`src/design/sdfp_pkg.sv`:
```
// Shared types and constants for the serial display frame parser.
// No dependencies; used by sdfp_parser and the top level.
package sdfp_pkg;

    localparam int NUM_BUTTONS = 64;
    localparam int MASK_W      = 64;

    localparam logic [7:0] HDR_BYTE0 = 8'h5A;
    localparam logic [7:0] HDR_BYTE1 = 8'hA5;
    localparam logic [7:0] CMD_WRITE = 8'h82;
    localparam logic [7:0] CMD_READ  = 8'h83;
    localparam logic [15:0] PRESS_WORD = 16'h0001;

    localparam logic FUNC_BYTE = 1'b0;
    localparam logic FUNC_POLL = 1'b1;

    typedef struct packed {
        logic        frame_done;
        logic [7:0]  command;
        logic [15:0] vp_address;
        logic        word_valid;
        logic [15:0] word_value;
        logic [6:0]  word_index;
        logic        button_valid;
        logic [15:0] button_id;
    } result_t;

endpackage

```
`src/design/serial_display_frame_parser_top.sv`:
```
// Top level: button mask register, frame parser and output register with skid stage.
// Depends on sdfp_pkg and sdfp_parser.
//
//  channel | handshake           | payload
//  --------+---------------------+-----------------------------------------------
//  in      | in_valid / in_stall | func, rx_byte
//  out     | out_valid/out_stall | frame_done, command, vp_address, word_valid,
//          |                     | word_value, word_index, button_valid, button_id
//  cfg     | cfg_wr_en           | cfg_wr_data (button enable mask)
//
// One beat in, one beat out; a beat is taken every cycle while in_stall is low,
// and its result is registered in the output register, or in the skid stage if the
// output is stalled. The parser state updates in the same cycle. The one-entry skid
// stage absorbs a single stalled result; in_stall rises only while that stage is full.
// Reset clears the parser to hunting and sets the mask to all ones.
module serial_display_frame_parser_top
    import sdfp_pkg::*;
(
    input  logic              clk,
    input  logic              rst_n,
    input  logic              in_valid,
    output logic              in_stall,
    input  logic              func,
    input  logic [7:0]        rx_byte,
    output logic              out_valid,
    input  logic              out_stall,
    output logic              frame_done,
    output logic [7:0]        command,
    output logic [15:0]       vp_address,
    output logic              word_valid,
    output logic [15:0]       word_value,
    output logic [6:0]        word_index,
    output logic              button_valid,
    output logic [15:0]       button_id,
    input  logic              cfg_wr_en,
    input  logic [MASK_W-1:0] cfg_wr_data
);

    logic [MASK_W-1:0] mask_reg;
    result_t           res;
    result_t           out_res_reg;
    result_t           skid_res_reg;
    logic              out_valid_reg;
    logic              skid_valid_reg;
    logic              accept;
    logic              out_free;

    assign in_stall = skid_valid_reg;
    assign accept   = in_valid && !skid_valid_reg;
    assign out_free = !out_valid_reg || !out_stall;

    always_ff @(posedge clk or negedge rst_n)
    begin
        if (!rst_n)
            mask_reg <= '1;
        else if (cfg_wr_en)
            mask_reg <= cfg_wr_data;
    end

    sdfp_parser u_parser (
        .clk         (clk),
        .rst_n       (rst_n),
        .advance     (accept),
        .func        (func),
        .rx_byte     (rx_byte),
        .button_mask (mask_reg),
        .res         (res)
    );

    always_ff @(posedge clk or negedge rst_n)
    begin
        if (!rst_n)
        begin
            out_valid_reg  <= 1'b0;
            skid_valid_reg <= 1'b0;
        end
        else
        begin
            if (out_free)
            begin
                // Drain the skid entry first, else take the new beat.
                if (skid_valid_reg)
                begin
                    out_valid_reg  <= 1'b1;
                    skid_valid_reg <= 1'b0;
                end
                else
                begin
                    out_valid_reg <= accept;
                end
            end
            else if (accept)
            begin
                skid_valid_reg <= 1'b1;
            end
        end
    end

    always_ff @(posedge clk)
    begin
        if (out_free)
            out_res_reg <= skid_valid_reg ? skid_res_reg : res;
        if (!out_free && accept)
            skid_res_reg <= res;
    end

    assign out_valid    = out_valid_reg;
    assign frame_done   = out_res_reg.frame_done;
    assign command      = out_res_reg.command;
    assign vp_address   = out_res_reg.vp_address;
    assign word_valid   = out_res_reg.word_valid;
    assign word_value   = out_res_reg.word_value;
    assign word_index   = out_res_reg.word_index;
    assign button_valid = out_res_reg.button_valid;
    assign button_id    = out_res_reg.button_id;

    a_skid_behind_out: assert property (@(posedge clk) disable iff (!rst_n)
        skid_valid_reg |-> out_valid_reg)
        else $error("skid entry held with empty output register");

    a_press_at_end: assert property (@(posedge clk) disable iff (!rst_n)
        (out_valid_reg && out_res_reg.button_valid) |->
            (out_res_reg.frame_done && !out_res_reg.word_valid
             && out_res_reg.button_id == out_res_reg.vp_address))
        else $error("button press reported outside a frame end");

    a_idle_word_zero: assert property (@(posedge clk) disable iff (!rst_n)
        (out_valid_reg && !out_res_reg.word_valid) |->
            (out_res_reg.word_value == 16'd0 && out_res_reg.word_index == 7'd0))
        else $error("word fields set without a completed word");

    a_skid_from_stall: assert property (@(posedge clk) disable iff (!rst_n)
        $rose(skid_valid_reg) |-> $past(out_valid_reg && out_stall))
        else $error("skid stage filled while output was free");

endmodule

```
`src/design/sdfp_parser.sv`:
```
// Frame parser state and next-state logic; result is combinational.
// Depends on sdfp_pkg.
module sdfp_parser
    import sdfp_pkg::*;
(
    input  logic              clk,
    input  logic              rst_n,
    input  logic              advance,
    input  logic              func,
    input  logic [7:0]        rx_byte,
    input  logic [MASK_W-1:0] button_mask,
    output result_t           res
);

    typedef enum logic [3:0] {
        PH_HUNT0, PH_HUNT1, PH_LEN, PH_CMD, PH_ADDR_H,
        PH_ADDR_L, PH_WLEN, PH_DATA_H, PH_DATA_L, PH_END
    } phase_t;

    phase_t      phase_reg, phase_next;
    logic [7:0]  length_reg, length_next;
    logic [7:0]  bcount_reg, bcount_next;
    logic [7:0]  cmd_reg, cmd_next;
    logic [15:0] addr_reg, addr_next;
    logic [7:0]  wlimit_reg, wlimit_next;
    logic [7:0]  wcount_reg, wcount_next;
    logic [7:0]  hold_reg, hold_next;
    logic [15:0] first_reg, first_next;
    logic        armed_reg, armed_next;

    logic [7:0] bc_inc;
    logic [7:0] wc_inc;
    logic       len_hit;
    logic       btn_en;

    assign bc_inc  = bcount_reg + 8'd1;
    assign wc_inc  = wcount_reg + 8'd1;
    assign len_hit = bc_inc >= length_reg;
    // Addresses whose low byte is past the mask or the button count read as disabled; the high byte is not checked.
    assign btn_en  = (addr_reg[7:0] < 8'(NUM_BUTTONS)) && (addr_reg[7:0] < 8'(MASK_W))
                     && button_mask[addr_reg[5:0]];

    always_comb
    begin
        phase_next  = phase_reg;
        length_next = length_reg;
        bcount_next = bcount_reg;
        cmd_next    = cmd_reg;
        addr_next   = addr_reg;
        wlimit_next = wlimit_reg;
        wcount_next = wcount_reg;
        hold_next   = hold_reg;
        first_next  = first_reg;
        armed_next  = armed_reg;
        res         = '0;

        if (func == FUNC_BYTE)
        begin
            case (phase_reg)
                PH_HUNT0:
                    phase_next = (rx_byte == HDR_BYTE0) ? PH_HUNT1 : PH_HUNT0;
                PH_HUNT1:
                    phase_next = (rx_byte == HDR_BYTE1) ? PH_LEN : PH_HUNT0;
                PH_LEN:
                begin
                    bcount_next = '0;
                    length_next = rx_byte;
                    phase_next  = PH_CMD;
                end
                PH_CMD:
                begin
                    cmd_next    = rx_byte;
                    bcount_next = bc_inc;
                    if (rx_byte == CMD_READ || rx_byte == CMD_WRITE)
                    begin
                        phase_next  = PH_ADDR_H;
                        wcount_next = '0;
                    end
                    else
                    begin
                        phase_next = PH_END;
                    end
                end
                PH_ADDR_H:
                begin
                    addr_next   = {rx_byte, 8'h00};
                    bcount_next = bc_inc;
                    phase_next  = len_hit ? PH_END : PH_ADDR_L;
                end
                PH_ADDR_L:
                begin
                    addr_next   = {addr_reg[15:8], rx_byte};
                    bcount_next = bc_inc;
                    if (len_hit)
                        phase_next = PH_END;
                    else if (cmd_reg == CMD_READ)
                        phase_next = PH_WLEN;
                    else
                        phase_next = PH_DATA_H;
                end
                PH_WLEN:
                begin
                    wlimit_next = rx_byte;
                    bcount_next = bc_inc;
                    phase_next  = len_hit ? PH_END : PH_DATA_H;
                end
                PH_DATA_H:
                begin
                    hold_next   = rx_byte;
                    if (wcount_reg == 8'd0)
                        first_next = {rx_byte, 8'h00};
                    bcount_next = bc_inc;
                    phase_next  = len_hit ? PH_END : PH_DATA_L;
                end
                PH_DATA_L:
                begin
                    res.word_valid = 1'b1;
                    res.word_value = {hold_reg, rx_byte};
                    res.word_index = wcount_reg[6:0];
                    if (wcount_reg == 8'd0)
                        first_next = {first_reg[15:8], rx_byte};
                    wcount_next = wc_inc;
                    bcount_next = bc_inc;
                    // Write frames end only on the length byte.
                    if ((cmd_reg != CMD_WRITE && wc_inc >= wlimit_reg) || len_hit)
                        phase_next = PH_END;
                    else
                        phase_next = PH_DATA_H;
                end
                default:
                    phase_next = PH_END;
            endcase

            if (phase_next == PH_END)
            begin
                res.frame_done = 1'b1;
                if (cmd_next == CMD_WRITE)
                begin
                    phase_next = PH_HUNT0;
                    armed_next = 1'b1;
                end
            end
        end
        else
        begin
            if (phase_reg == PH_END)
            begin
                if (btn_en && armed_reg && first_reg == PRESS_WORD)
                begin
                    armed_next       = 1'b0;
                    res.button_valid = 1'b1;
                    res.button_id    = addr_reg;
                end
                else
                begin
                    phase_next = PH_HUNT0;
                end
            end
            res.frame_done = (phase_next == PH_END);
        end

        res.command    = cmd_next;
        res.vp_address = addr_next;
    end

    always_ff @(posedge clk or negedge rst_n)
    begin
        if (!rst_n)
        begin
            phase_reg  <= PH_HUNT0;
            length_reg <= '0;
            bcount_reg <= '0;
            cmd_reg    <= '0;
            addr_reg   <= '0;
            wlimit_reg <= '0;
            wcount_reg <= '0;
            hold_reg   <= '0;
            first_reg  <= '0;
            armed_reg  <= 1'b1;
        end
        else if (advance)
        begin
            phase_reg  <= phase_next;
            length_reg <= length_next;
            bcount_reg <= bcount_next;
            cmd_reg    <= cmd_next;
            addr_reg   <= addr_next;
            wlimit_reg <= wlimit_next;
            wcount_reg <= wcount_next;
            hold_reg   <= hold_next;
            first_reg  <= first_next;
            armed_reg  <= armed_next;
        end
    end

endmodule
```
`config.mk`:
```
export PLATFORM = sky130hd
export DESIGN_NAME = serial_display_frame_parser_top
export DESIGN_NICKNAME = d
export VERILOG_FILES = /design/src/design/sdfp_pkg.sv /design/src/design/serial_display_frame_parser_top.sv /design/src/design/sdfp_parser.sv
export SDC_FILE = /design/constraint.sdc
export NUM_CORES = 1
export LEC_CHECK = 0
export BUFFER_PORTS_ARGS = -buffer_cell sky130_fd_sc_hd__buf_2
export CAP_MARGIN = 15
export CORE_MARGIN = 2
export CORE_UTILIZATION = 45
export CTS_CLUSTER_DIAMETER = 30
export CTS_CLUSTER_SIZE = 25
export DETAILED_ROUTE_END_ITERATION = 8
export SETUP_SLACK_MARGIN = 0.4
export SYNTH_ARGS = -nofsm -noshare
export SYNTH_HDL_FRONTEND = slang
export SYNTH_SLANG_ARGS = --single-unit
export TNS_END_PERCENT = 10
```
`constraint.sdc`:
```
create_clock -name clk -period 12.5 [get_ports clk]
set_input_delay 0 -clock clk [delete_from_list [all_inputs] [get_ports clk]]
set_output_delay 0 -clock clk [all_outputs]
set_load 0.05 [all_outputs]
```
==> key figures, run 1 <==
Run status
  – Status: completed

Synth
  – Cell area after synthesis: between 10000 and 15000 µm²
  – Synth top area cells: edfxtp_1, dfrtp_1, mux2_2
  – Yosys top cell by area: edfxtp_1
  – Register area share after synthesis: 0.616
  – Share of the synthesized area in the top cell type: 0.312
  – Primary FF master, synth: edfxtp_1
  – Most frequent cell after synthesis: mux2_2
  – Seq cells post-synth: ~280
  – Netlist cell types: 70
  – Post-synth EDFFs: approximately 130
  – Synth top cells by count: mux2_2, edfxtp_1, dfrtp_1
  – Average size of a mapped cell: about 14 µm²
  – Syn. warnings: 0
  – Ys async rst share: 0.534
  – Post-synthesis cell count: between 900 and 1k

Final layout
  – Fill count: around 2.3k
  – Final Core Density: 0.591
  – Max reg flops: 66
  – Layout cells sized above 1: 0.419
  – Number of diodes: 0
  – Syn-to-layout area delta: 29.1%
  – Final Non-Filler Cells: between 1.5k and 2k
  – Fin nets: between 1k and 1.5k
  – Fin area: between 15000 and 20000 µm²

Die
  – Die Wd: approximately 170 µm
  – # rows: 61
  – Die area: between 20000 and 30000 µm²
  – Die Y: 172 µm
  – Starting Density: 0.457
  – Num ports: around 150
  – Core Region: about 28000 µm²

STA
  – Setup Skew: between 0.02 and 0.025 ns
  – Max Fclk: roughly 270 MHz
  – Post-Route Setup TNS: 0 ns
  – Hold Violations, Final: 0
  – Slew HR: 0.380
  – Worst Tran Pin Value: ~0.92 ns
  – Tcrit/Tclk final: 0.294
  – Crit path time final: about 3.7 ns
  – Slew Viols, Final: 0
  – Setup-failing EPs final: 0
  – RSZ-0062 raised after global routing: no

Setup path
  – WS Path Type: reg -> reg
  – Largest stage delay, worst path: 0.71 ns
  – Worst-path maximum fanout: approximately 50
  – R2R depth: 6
  – Worst EP required: between 10 and 15 ns
  – Critical path cell sequence: inv_2 -> buf_4 -> nand2_1 -> nor2_1 -> nand3_1 -> mux2_2
  – Reg2reg start: in_stall$_DFFE_PN0P_
  – CP endpoint kind: flip-flop
  – Reg2Reg Setup Slack: 8.82 ns
  – Reg2reg end: u_parser.length_reg[3]$_DFFE_PN0P_
  – Slowest cell on crit path: nor2_1
  – Setup crit start kind: flip-flop
  – CP arrival: slightly above 4 ns

Place
  – # port buffers: roughly 150
  – Final Wtd Congestion: between 0.8 and 0.9
  – Placed cell area: about 14000 µm²
  – HPWL after DPL: between 15000 and 20000 µm
  – Post-Place Cells: between 1k and 1.5k

GRT
  – Global-route wire length before repair: roughly 45000 µm
  – Antenna violations before repair: 0
  – Vias in the first global route: 8320
  – GR Util All Layers: 0.195
  – Largest net degree at the start of global routing: 89
  – Remaining global-route overflow: 0

Route
  – DRT antenna net count: 0
  – Drc violations: 0
  – Vias/cell: about 5.2
  – DR iter-0 viols: 413
  – DR WL/cell: 17.8 µm
  – Drt total wl: approximately 28000 µm
  – Via count: just over 8k
  – Initial DRT Pass Iterations: 5

Clocking
  – H-tree lvl count: 2
  – Clk pin slew, worst setup/hold paths: 0.05 ns
  – Post_cts resized: 0
  – Cts hold-fix bufs: between 70 and 80
  – Worst-Skew Late Latency: about 0.57 ns
  – CTS buffer count: 56
  – CTS root buf: clkbuf_16
  – CTS Sinks: around 280
  – CTS tree: done
  – Post-CTS Setup Bufs: 0
  – Clock buffer depth: 3

Power and ir drop
  – Power per cell area: between 200 and 250 nW/µm²
  – Worst vdd ir: 0.131 mV
  – Total power: ~3600 µW
  – Leak: 0.00696 µW

Min path
  – Hold crit path type: in -> async

Job
  – Max cap viols: 0
==> through the flow <==
step	hold slack (ns)	setup WS [ns]
floorplan	-0.296	6.80
global placement	0.121	8.90
detailed placement	0.121	8.83
CTS	0.111	8.79
global route	0.142	8.46
finish	0.0664	8.82
==> cells in the final DEF, fill, tap and decap left out, drive strengths merged, types with 5 or more instances in the layout <==
master       netlist  layout
mux2             173     173
buf               11     153
edfxtp           132     132
dfrtp             86      86
nand2             80      80
dlygate4sd3        0      75
clkbuf            42      69
dfstp             65      65
nor2              43      43
inv               35      43
o21ai             38      38
and3              26      26
nand3             24      24
ha                19      19
o31ai             19      19
clkinv             2      16
a21oi             13      13
mux4              13      13
nand2b            11      11
nor2b             10      10
a22o               7       7
xnor2              7       7
clkinvlp           0       7
bufinv             0       6
nor4               6       6
and2               6       6
xor2               5       5
mux2i              5       5
nor3               5       5
==> metal layers <==
layer  global-route usage  vias to the layer above  share of wire
met4               0.0665                        0          0.023
met5                    0                        -              0
li1                     -                     3904              -
met3               0.0391                       56          0.054
met2                0.301                      237           0.46
met1                0.276                     4048           0.46
==> power by group <==
| part | switching (µW) | internal (µW) | total [µW] |
|---|---|---|---|
| logic | 496 | 354 | 850 |
| clock network | 487 | 971 | 1460 |
| registers | 134 | 1200 | 1340 |
==> worst max-delay path, delay by kind of cell (launching register included) <==
family / cells / cell delay, ns
buffers and inverters: 2 / 0.58
DFF: 1 / 0.38
muxes: 1 / 0.49
and+or+nand+nor: 3 / 2.07
==> area by class of cell <==
cell class	instances	area (µm²)	area share
Multi-Input combinational cell	560	4540	0.277
Tap cell	378	473	0.0288
Inverter	37	139	0.00847
Sequential cell	283	7820	0.477
Clock inverter	35	395	0.0241
Timing Repair Buffer	228	1540	0.0940
Clock buffer	69	1490	0.0908
==> cell families (layout without fill, tap and decap cells) <==
| family | after synthesis | in the layout | share of synthesized area |
|---|---|---|---|
| DFF | 283 | 283 | 0.616 |
| and+or+nand+nor | 235 | 235 | 0.0937 |
| muxes | 191 | 191 | 0.181 |
| AOI/OAI and AO/OA | 101 | 101 | 0.0536 |
| buffers and inverters | 90 | 369 | 0.0289 |
| adders and majority gates | 19 | 19 | 0.0187 |
| xor gates and xnor gates | 12 | 12 | 0.00827 |
| other | 1 | 2 | 0.000295 |
==> worst max path at each step <==
stage	from	endpoint	slack [ns]	cells after the start
after floorplan	out_valid$_DFFE_PN0N_	skid_res_reg[0]$_DFFE_PP_	6.80	2
after global placement	in_stall$_DFFE_PN0P_	u_parser.length_reg[1]$_DFFE_PN0P_	8.90	6
after detailed placement	in_stall$_DFFE_PN0P_	u_parser.length_reg[1]$_DFFE_PN0P_	8.83	6
final	in_stall$_DFFE_PN0P_	u_parser.length_reg[3]$_DFFE_PN0P_	8.82	6
after CTS	in_stall$_DFFE_PN0P_	u_parser.length_reg[1]$_DFFE_PN0P_	8.79	6
after global routing	in_stall$_DFFE_PN0P_	u_parser.length_reg[1]$_DFFE_PN0P_	8.46	6
Note: power is estimated with default switching activity, not from simulation.
==> run 2, diff against run 1 <==
clock period = 3.45 ns   (was 12.5 ns; I/O delays follow)
==> key figures, run 2 (synthesis results as in run 1) <==
Run status
  – Status: completed

Power and ir drop
  – Total power: 13600 µW
  – Leak: ~0.007 µW
  – Worst vdd ir: approximately 0.43 mV
  – Power per cell area: 816 nW/µm²

Route
  – DR iter-0 viols: approximately 480
  – Drt total wl: 28500 µm
  – Drc violations: 0
  – Via count: 8307
  – Vias/cell: just over 5
  – Initial DRT Pass Iterations: 5
  – DR WL/cell: ~18 µm
  – DRT antenna net count: 0

Final layout
  – Final Core Density: 0.601
  – Commonest non-fill, non-tap cell in the layout: mux2_2
  – Fin nets: 1278
  – Syn-to-layout area delta: 31.4%
  – Most frequent cells in the layout: mux2_2, buf_2, edfxtp_1
  – Max reg flops: 66
  – Layout cells sized above 1: 0.436
  – Final Non-Filler Cells: ~1.6k
  – Number of diodes: 0

Setup path
  – Worst EP required: 3.90 ns
  – CP endpoint kind: flip-flop
  – Slowest cell on crit path: a2111oi_0
  – CP arrival: ~3.4 ns
  – Worst path top cell family by delay: compound AO/OA/AOI/OAI gates
  – Largest stage delay, worst path: 0.84 ns
  – WS Path Type: reg -> reg
  – WP buf/inv: 1
  – Critical path cell sequence: buf_4 -> ha_1 -> nand2b_1 -> a2111oi_0 -> o31ai_4 -> and2_4 -> or3_1 -> a311o_1
  – Setup crit start kind: flip-flop
  – Worst-path maximum fanout: 6

STA
  – Setup-failing EPs final: 0
  – Slew Viols, Final: 0
  – Min Hold Slack: between 0.09 and 0.1 ns
  – Crit path time final: 2.92 ns
  – Worst Tran Pin Value: 0.988 ns
  – Setup Skew: about 0.021 ns
  – Slew HR: 0.341
  – Tcrit/Tclk final: 0.848
  – Hold Violations, Final: 0
  – Post-Route Setup TNS: 0 ns
  – Max Fclk: 342 MHz
  – RSZ-0062 raised after global routing: yes

Clocking
  – CTS tree: done
  – CTS buffer count: slightly below 60
  – CTS Sinks: around 280
  – Clock buffer depth: 3
  – Worst-Skew Late Latency: between 0.5 and 0.6 ns
  – Clk pin slew, worst setup/hold paths: approximately 0.050 ns
  – CTS root buf: clkbuf_16
  – H-tree lvl count: 2

Die
  – Die Y: 172 µm
  – Die Wd: between 150 and 200 µm
  – Core Region: between 20000 and 30000 µm²
  – Die area: 29600 µm²
  – Starting Density: 0.457
  – Num ports: 146
  – # rows: ~60

GRT
  – Antenna violations before repair: 0
  – Global-route wire length before repair: 45300 µm
  – Vias in the first global route: 8517
  – GR Util All Layers: 0.196
  – Largest net degree at the start of global routing: about 110
  – Remaining global-route overflow: 0

Place
  – Post-Place Cells: between 1k and 1.5k
  – HPWL after DPL: approximately 17000 µm
  – Final Wtd Congestion: 0.868
  – # port buffers: 145

Min path
  – Hold crit path type: in -> reg

Job
  – Max cap viols: 0
[run 2: cell types whose count changed in the layout (fill, tap and decap cells not counted), sizes merged]
cell	before	now
buf	153	163
clkbuf	69	73
clkinv	16	18
clkinvlp	7	6
dlygate4sd3	75	77
[run 2: cell type report]
type                       count  area, µm²
tap                          378        473
clock inverter                36        423
fill                        2238      11100
clock buffer                  73       1590
timing repair buffer         240       1650
inverter                      37        139
sequential                   283       7830
multi-input combinational    560       4600
[run 2: worst paths after layout]
| check | start | to | slack (ns) | depth (start not counted) |
|---|---|---|---|---|
| worst max-delay path | u_parser.bcount_reg[0]$_DFFE_PN0P_ | u_parser.phase_reg[3]$_DFFE_PN0P_ | 0.53 | 8 |
| worst min-delay path | cfg_wr_en | mask_reg[58]$_DFFE_PN1P_ | 0.09 | 2 |
| worst max register to register | u_parser.bcount_reg[0]$_DFFE_PN0P_ | u_parser.phase_reg[3]$_DFFE_PN0P_ | 0.53 | 8 |
| worst min register to register | u_parser.first_reg[3]$_DFFE_PN0P_ | u_parser.first_reg[3]$_DFFE_PN0P_ | 0.48 | 2 |
| max in group asynchronous | rst_n | mask_reg[55]$_DFFE_PN1P_ | 2.32 | 3 |
| min in group asynchronous | rst_n | u_parser.length_reg[4]$_DFFE_PN0P_ | 0.12 | 2 |
[run 2: metrics by stage]
| stage | setup WS (ns) | cell area, µm² |
|---|---|---|
| after floorplan | 0.659 | 12700 |
| after global placement | 0.373 | 13800 |
| after detailed placement | 0.244 | 13800 |
| after CTS | 0.383 | 16600 |
| after global routing | 0.380 | 16700 |
| final | 0.525 | 16700 |
[run 2: power by group]
| part | leakage, µW | switching (µW) | total [µW] | internal [µW] |
|---|---|---|---|---|
| Combinational | 0.00303 | 1900 | 3260 | 1360 |
| Sequential | 0.00310 | 436 | 4800 | 4360 |
| Clock | 0.000968 | 1850 | 5570 | 3720 |
[run 2: timing repair]
action                                  in CTS  in global routing
buffers inserted                             0                  3
endpoints found under the setup margin       2                  5
gates resized for setup                      1                 12
hold endpoints to repair                   165                  0
gates cloned                                 0                  0
hold buffers                                77                  0
pin swaps                                    0                  5
[run 2: per-layer routing]
layer	routed length, µm	GRT usage
met5	0	0
met4	480	0.0599
met3	1540	0.0401
met2	13100	0.308
met1	13400	0.275
